==> config.mk <==
export PLATFORM = sky130hd
export DESIGN_NAME = lbm_div
export DESIGN_NICKNAME = d
export VERILOG_FILES = /design/src/design/lbm_d2q9_bgk_collision_defines.svh /design/src/design/lbm_pkg.sv /design/src/design/lbm_div.sv
export SDC_FILE = /design/constraint.sdc
export NUM_CORES = 2
export LEC_CHECK = 0
export BUFFER_PORTS_ARGS = -buffer_cell sky130_fd_sc_hd__buf_4
export CAP_MARGIN = 20
export CORE_MARGIN = 5
export CORE_UTILIZATION = 60
export DETAILED_ROUTE_END_ITERATION = 10
export PLACE_DENSITY = 0.76
export SYNTH_ARGS = -nofsm -noshare
export SYNTH_HDL_FRONTEND = slang
export SYNTH_SLANG_ARGS = --single-unit
==> constraint.sdc <==
create_clock -name clk -period 5.23 [get_ports clk]
set_input_delay 1.3075 -clock clk [delete_from_list [all_inputs] [get_ports clk]]
set_output_delay 1.3075 -clock clk [all_outputs]
set_load 0.005 [all_outputs]
==> src/design/lbm_d2q9_bgk_collision_defines.svh <==
// Assertion macros shared by the D2Q9 collision design.
`ifndef LBM_D2Q9_BGK_COLLISION_DEFINES_SVH
`define LBM_D2Q9_BGK_COLLISION_DEFINES_SVH

// Same-cycle implication, disabled while reset is asserted.
`define LBM_ASSERT_IMP(label, ante, cons, msg) \
  label: assert property (@(posedge clk) disable iff (!rst_n) (ante) |-> (cons)) \
    else $error(msg);

// Next-cycle implication, checked during reset too.
`define LBM_ASSERT_NXT(label, ante, cons, msg) \
  label: assert property (@(posedge clk) (ante) |=> (cons)) else $error(msg);

`endif

==> src/design/lbm_pkg.sv <==
// Package with the types, constants and helpers of the D2Q9 collision design.
package lbm_pkg;

  localparam int DATA_W        = 24;
  localparam int FRAC_BITS_DEF = 20;
  localparam int RELAX_W       = 22;
  localparam int RELAX_FRAC    = 20;
  localparam int NDIR          = 9;
  localparam int RHO_W         = 28;
  localparam int USQ_W         = 49;
  localparam int QUOT_BITS     = 23;
  localparam int DIV_LAT       = QUOT_BITS + 2;
  localparam int LANE_LAT      = 12;
  localparam int SAT_W         = 96;

  localparam logic [RELAX_W-1:0] INV_RELAX_RESET = 22'd953251;

  localparam int EX_TAB [NDIR] = '{0, 1, 0, -1, 0, 1, -1, -1, 1};
  localparam int EY_TAB [NDIR] = '{0, 0, -1, 0, 1, -1, -1, 1, 1};
  localparam int WCLS_TAB [NDIR] = '{0, 1, 1, 1, 1, 2, 2, 2, 2};

  localparam logic signed [SAT_W-1:0] SAT_MAX = 96'sd8388607;
  localparam logic signed [SAT_W-1:0] SAT_MIN = -96'sd8388608;

  typedef logic signed [DATA_W-1:0] data_t;

  typedef struct packed {
    data_t                   ux;
    data_t                   uy;
    logic signed [USQ_W-1:0] usq;
    logic signed [RHO_W-1:0] rho;
  } lane_in_t;

  function automatic longint weight(input int cls, input int frac);
    longint one;
    one = 64'sd1 <<< frac;
    if (cls == 0) begin
      return (8 * one + 9) / 18;
    end else if (cls == 1) begin
      return (2 * one + 9) / 18;
    end
    return (2 * one + 36) / 72;
  endfunction

  function automatic data_t sat24(input logic signed [SAT_W-1:0] v);
    if (v > SAT_MAX) begin
      return data_t'(SAT_MAX);
    end else if (v < SAT_MIN) begin
      return data_t'(SAT_MIN);
    end
    return data_t'(v);
  endfunction

endpackage

==> src/design/lbm_div.sv <==
// Pipelined restoring divider giving the saturated velocity from momentum and density.
module lbm_div #(
  parameter int FRAC_BITS = lbm_pkg::FRAC_BITS_DEF
) (
  input  logic                                clk,
  input  logic signed [lbm_pkg::RHO_W-1:0]    num,
  input  logic signed [lbm_pkg::RHO_W-1:0]    den,
  output lbm_pkg::data_t                      quot
);

  localparam int QB  = lbm_pkg::QUOT_BITS;
  localparam int DW  = lbm_pkg::RHO_W - 1;
  localparam int NW  = lbm_pkg::RHO_W + FRAC_BITS;
  localparam int RW  = ((NW > DW + QB) ? NW : DW + QB) + 1;

  logic [RW-1:0] rem_r  [QB+1];
  logic [DW-1:0] den_r  [QB+1];
  logic [QB-1:0] q_r    [QB+1];
  logic          neg_r  [QB+1];
  logic          ovf_r  [QB+1];
  logic          zero_r [QB+1];
  lbm_pkg::data_t quot_r;

  logic [RW-1:0] nmag_nxt;
  logic [DW-1:0] dmag_nxt;

  always_comb begin
    logic [lbm_pkg::RHO_W-1:0] mag;
    mag = num[lbm_pkg::RHO_W-1] ? lbm_pkg::RHO_W'(-num) : lbm_pkg::RHO_W'(num);
    nmag_nxt = RW'(mag) << FRAC_BITS;
    dmag_nxt = den[DW-1:0];
  end

  always_ff @(posedge clk) begin
    rem_r[0]  <= nmag_nxt;
    den_r[0]  <= dmag_nxt;
    q_r[0]    <= '0;
    neg_r[0]  <= num[lbm_pkg::RHO_W-1];
    zero_r[0] <= (den <= 0);
    ovf_r[0]  <= (nmag_nxt >= (RW'(dmag_nxt) << QB));
  end

  for (genvar s = 1; s <= QB; s++) begin : g_stage
    logic [RW-1:0] trial;
    logic          take;
    assign trial = RW'(den_r[s-1]) << (QB - s);
    assign take  = (rem_r[s-1] >= trial);

    always_ff @(posedge clk) begin
      rem_r[s]  <= take ? (rem_r[s-1] - trial) : rem_r[s-1];
      q_r[s]    <= q_r[s-1] | (take ? (QB'(1) << (QB - s)) : '0);
      den_r[s]  <= den_r[s-1];
      neg_r[s]  <= neg_r[s-1];
      ovf_r[s]  <= ovf_r[s-1];
      zero_r[s] <= zero_r[s-1];
    end
  end

  always_ff @(posedge clk) begin
    if (zero_r[QB]) begin
      quot_r <= '0;
    end else if (ovf_r[QB]) begin
      quot_r <= neg_r[QB] ? lbm_pkg::data_t'(lbm_pkg::SAT_MIN)
                          : lbm_pkg::data_t'(lbm_pkg::SAT_MAX);
    end else if (neg_r[QB]) begin
      quot_r <= -lbm_pkg::data_t'({1'b0, q_r[QB]});
    end else begin
      quot_r <= lbm_pkg::data_t'({1'b0, q_r[QB]});
    end
  end

  assign quot = quot_r;

endmodule

==> flow_metrics.py <==
metrics = {
    "outcome": {
        "status": "complete, no violations",
    },
    "placement": {
        "portBuffers": 80,
        "place_ws_ns": 0.316,
        "gp_congestion": 0.940,
        "hpwl_mm": 153,
    },
    "sta": {
        "grt_setup_unrepaired": "false",
        "fin_skew_ns": 0.0845,
        "min_period_over_period_pct": 81.2,
        "worst_slew_pin_slew_ns": 1.08,
        "setup-tns-final_ns": 0,
        "fin_crit_ns": 4.25,
        "timing.fmax_ghz": 0.235,
        "setup_ws_ns": 0.983,
        "hold_violations": 0,
        "relSlewSlack_pct": 27.4,
        "final_max_slew_viol_count": 0,
        "setup_violations": 0,
    },
    "worst_setup_path": {
        "crit_end": "rem_r[1][202]",
        "cp-startpoint": "den_r[1][55]",
        "cp_data_arrival_time_ns": 4.93,
        "reg2reg_from": "den_r[1][55]",
        "start_kind": "flop",
        "critPathKind": "flop to flop",
        "r2r_end": "rem_r[1][202]",
        "r2r_slack_ns": 0.98,
        "crit_required_ns": 5.92,
        "cp-end-kind": "flop",
        "cp_max_fo": 48,
        "rr_worst_depth": 15,
    },
    "die": {
        "start_util_pct": 60.5,
        "die_h_um": 385,
        "chipWidth_um": 385,
        "core_mm2": 0.140,
        "io_pins": 81,
        "dieArea_mm2": 0.148,
        "fp-row-count": 137,
    },
    "synthesis": {
        "yosysMostFrequentCell": "dfxtp_1",
        "synth.area.top_cells": "dfxtp_1, ha_1, a21oi_1, xnor2_1, xor2_1",
        "ys_seq_area_share_pct": 44.8,
        "synth_area_leader_cell": "dfxtp_1",
        "synth.distinct_cells": 99,
        "synthTopCellsByCount": "dfxtp_1, inv_1, a21oi_1, nor2_1, ha_1",
        "synth_area_mm2": 0.0845,
        "syn_nets": 9900,
        "synth_cells": 9174,
        "ys.flop_type": "dfxtp_1",
        "async_reset_ff_share_pct": 0,
        "synth_top_area_share_pct": 44.8,
        "yosysWarningCount": 0,
        "synth.avg_cell_area_um2": 9.21,
        "ys_ff_latch": 1893,
        "synth-edff-count": 0,
    },
    "min_path": {
        "hold_path.class": "flop to flop",
    },
    "global_route": {
        "grtUsageTotal_pct": 26.7,
        "overflow": 0,
        "antenna_found_initial": 3,
        "grt_max_degree": 59,
        "first_global_vias": 64400,
        "grt_pass1_wl_mm": 326,
    },
    "drt": {
        "dr_total_vias": 64400,
        "via_per_inst": 5.69,
        "finalWirelength_mm": 201,
        "drtAntennaViolNets": 0,
        "wl_per_cell_um": 17.7,
        "drt-initial-drc-count": 4373,
        "first_pass_iters": 5,
        "route.detailed.drc": 0,
    },
    "cells_and_area": {
        "nFillCells": 10900,
        "nNetsFinal": 9999,
        "drive_gt1_share_pct": 7.07,
        "register_area_mm2": 0.0379,
        "multi_input_area_mm2": 0.0429,
        "syn2layout_area_growth_pct": 10.9,
    },
    "clocking": {
        "numCtsBuffers": 187,
        "cts.clk_slew.worst_paths_ns": 0.06,
        "postCtsSetupBuffers": 0,
        "htreeDepth": 4,
        "clock_path_buffers": 3,
        "cts_tree": "yes",
        "clk_latency_ns": 0.86,
        "cts_sinks": 1893,
        "cts-resized-gates": 0,
        "root_buffer": "clkbuf_16",
        "ctsHoldBuffers": 0,
    },
    "pwr": {
        "p_leak_nw": 42.0,
        "ir_drop_mv": 0.381,
        "power_density_mw_per_mm2": 651,
    },
    "run": {
        "drv_cap": 0,
    },
}
## power breakdown
group	total, mW	internal [mW]	switching, mW	leakage (nW)
clock	14.0	8.22	5.83	3.21
combinational	25.4	11.3	14.1	22.9
sequential	21.6	18.7	2.90	15.9
total	61.0	38.2	22.8	42.0
## layer usage
layer  wire (µm)  up-vias  part of all wire (%)  GRT usage (%)
li1            -    32000                     -              -
met1       84300    30300                    42           31.9
met2       98500     1628                    49           47.8
met3        8360      518                   4.2           3.59
met4        9460        0                   4.7           12.0
met5           0        -                     0              0
## cell families (layout without fill, tap and decap cells)
| family | count (synthesis) | after routing | share of synthesized area, % |
|---|---|---|---|
| adder cells (fa/ha/maj) | 669 | 669 | 10.1 |
| AND/OR/NAND/NOR | 2450 | 2450 | 14.1 |
| multiplexers | 172 | 172 | 2.30 |
| other | 0 | 4 | 0 |
| XOR/XNOR | 782 | 782 | 8.10 |
| buffers and inverters | 1030 | 1282 | 4.64 |
| AO/OA/AOI/OAI | 2178 | 2178 | 16.0 |
| flip-flops | 1893 | 1893 | 44.8 |
## cell type report
cell class	count	share of cell area, %
tap	1876	2.50
inverter	824	3.30
multi-input combinational	6251	45.7
timing repair buffer	116	0.977
clock inverter	88	1.48
antenna	4	0.0107
sequential	1893	40.4
clock buffer	254	5.60
## worst max-delay path, cell delays in order (launching register included)
cell	delay (ns)
dfxtp_1	0.39
inv_1	0.07
ha_1	0.31
nor2b_1	0.15
o31ai_1	0.44
a221oi_1	0.17
buf_4	0.21
a211o_1	0.32
a31oi_1	0.35
o21ai_1	0.26
a41oi_4	0.34
buf_4	0.45
inv_1	0.27
nand4_1	0.21
nor2_1	0.07
xor2_1	0.14
## worst min-delay path by stage
| stage | start | end | slack (ns) | cells after the start |
|---|---|---|---|---|
| 6_report | neg_r[0][1] | neg_r[0][2] | 0.25 | 0 |
| 5_1_grt | neg_r[0][1] | neg_r[0][2] | 0.25 | 0 |
| 4_1_cts | neg_r[0][1] | neg_r[0][2] | 0.25 | 0 |
| 3_5_place_dp | q_r[17][22] | q_r[18][22] | 0.31 | 0 |
| 3_3_place_gp | neg_r[2][0] | neg_r[2][1] | 0.31 | 0 |
| 2_1_floorplan | neg_r[0][0] | neg_r[0][1] | 0.31 | 0 |
## through the flow
stage / hold WS (ns) / std cells / power, mW / area (µm²) / util, %
finish: 0.250 / 11300 / 61.0 / 93800 / 67.1
global route: 0.250 / 11300 / 65.2 / 93800 / 67.1
CTS: 0.254 / 11300 / 61.0 / 93700 / 67.1
detailed placement: 0.312 / 11000 / 46.6 / 87100 / 62.4
global placement: 0.310 / 11000 / 46.0 / 87100 / 62.3
floorplan: 0.310 / 9174 / 40.5 / 84500 / -
## state kept, by name, summed over array words and instances (netlist names)
| signal | flops |
|---|---|
| rem_r | 900 |
| zero_r | 24 |
| q_r | 276 |
| ovf_r | 24 |
| quot | 24 |
| den_r | 621 |
| neg_r | 24 |
## cell usage in the layout, fill, tap and decap left out, types with 112 or more instances in the layout
master,instances
dfxtp_1,1893
inv_1,820
clkbuf_16,187
a21oi_1,772
xor2_1,354
a21o_1,255
nand4_1,112
mux2_2,155
nor2_1,719
nor3_1,186
xnor2_1,428
nand3_1,166
nand2b_1,114
ha_1,647
nand2_1,590
o21ai_0,494
nor4_1,114
buf_4,113
Note: power is estimated with default switching activity, not from simulation.
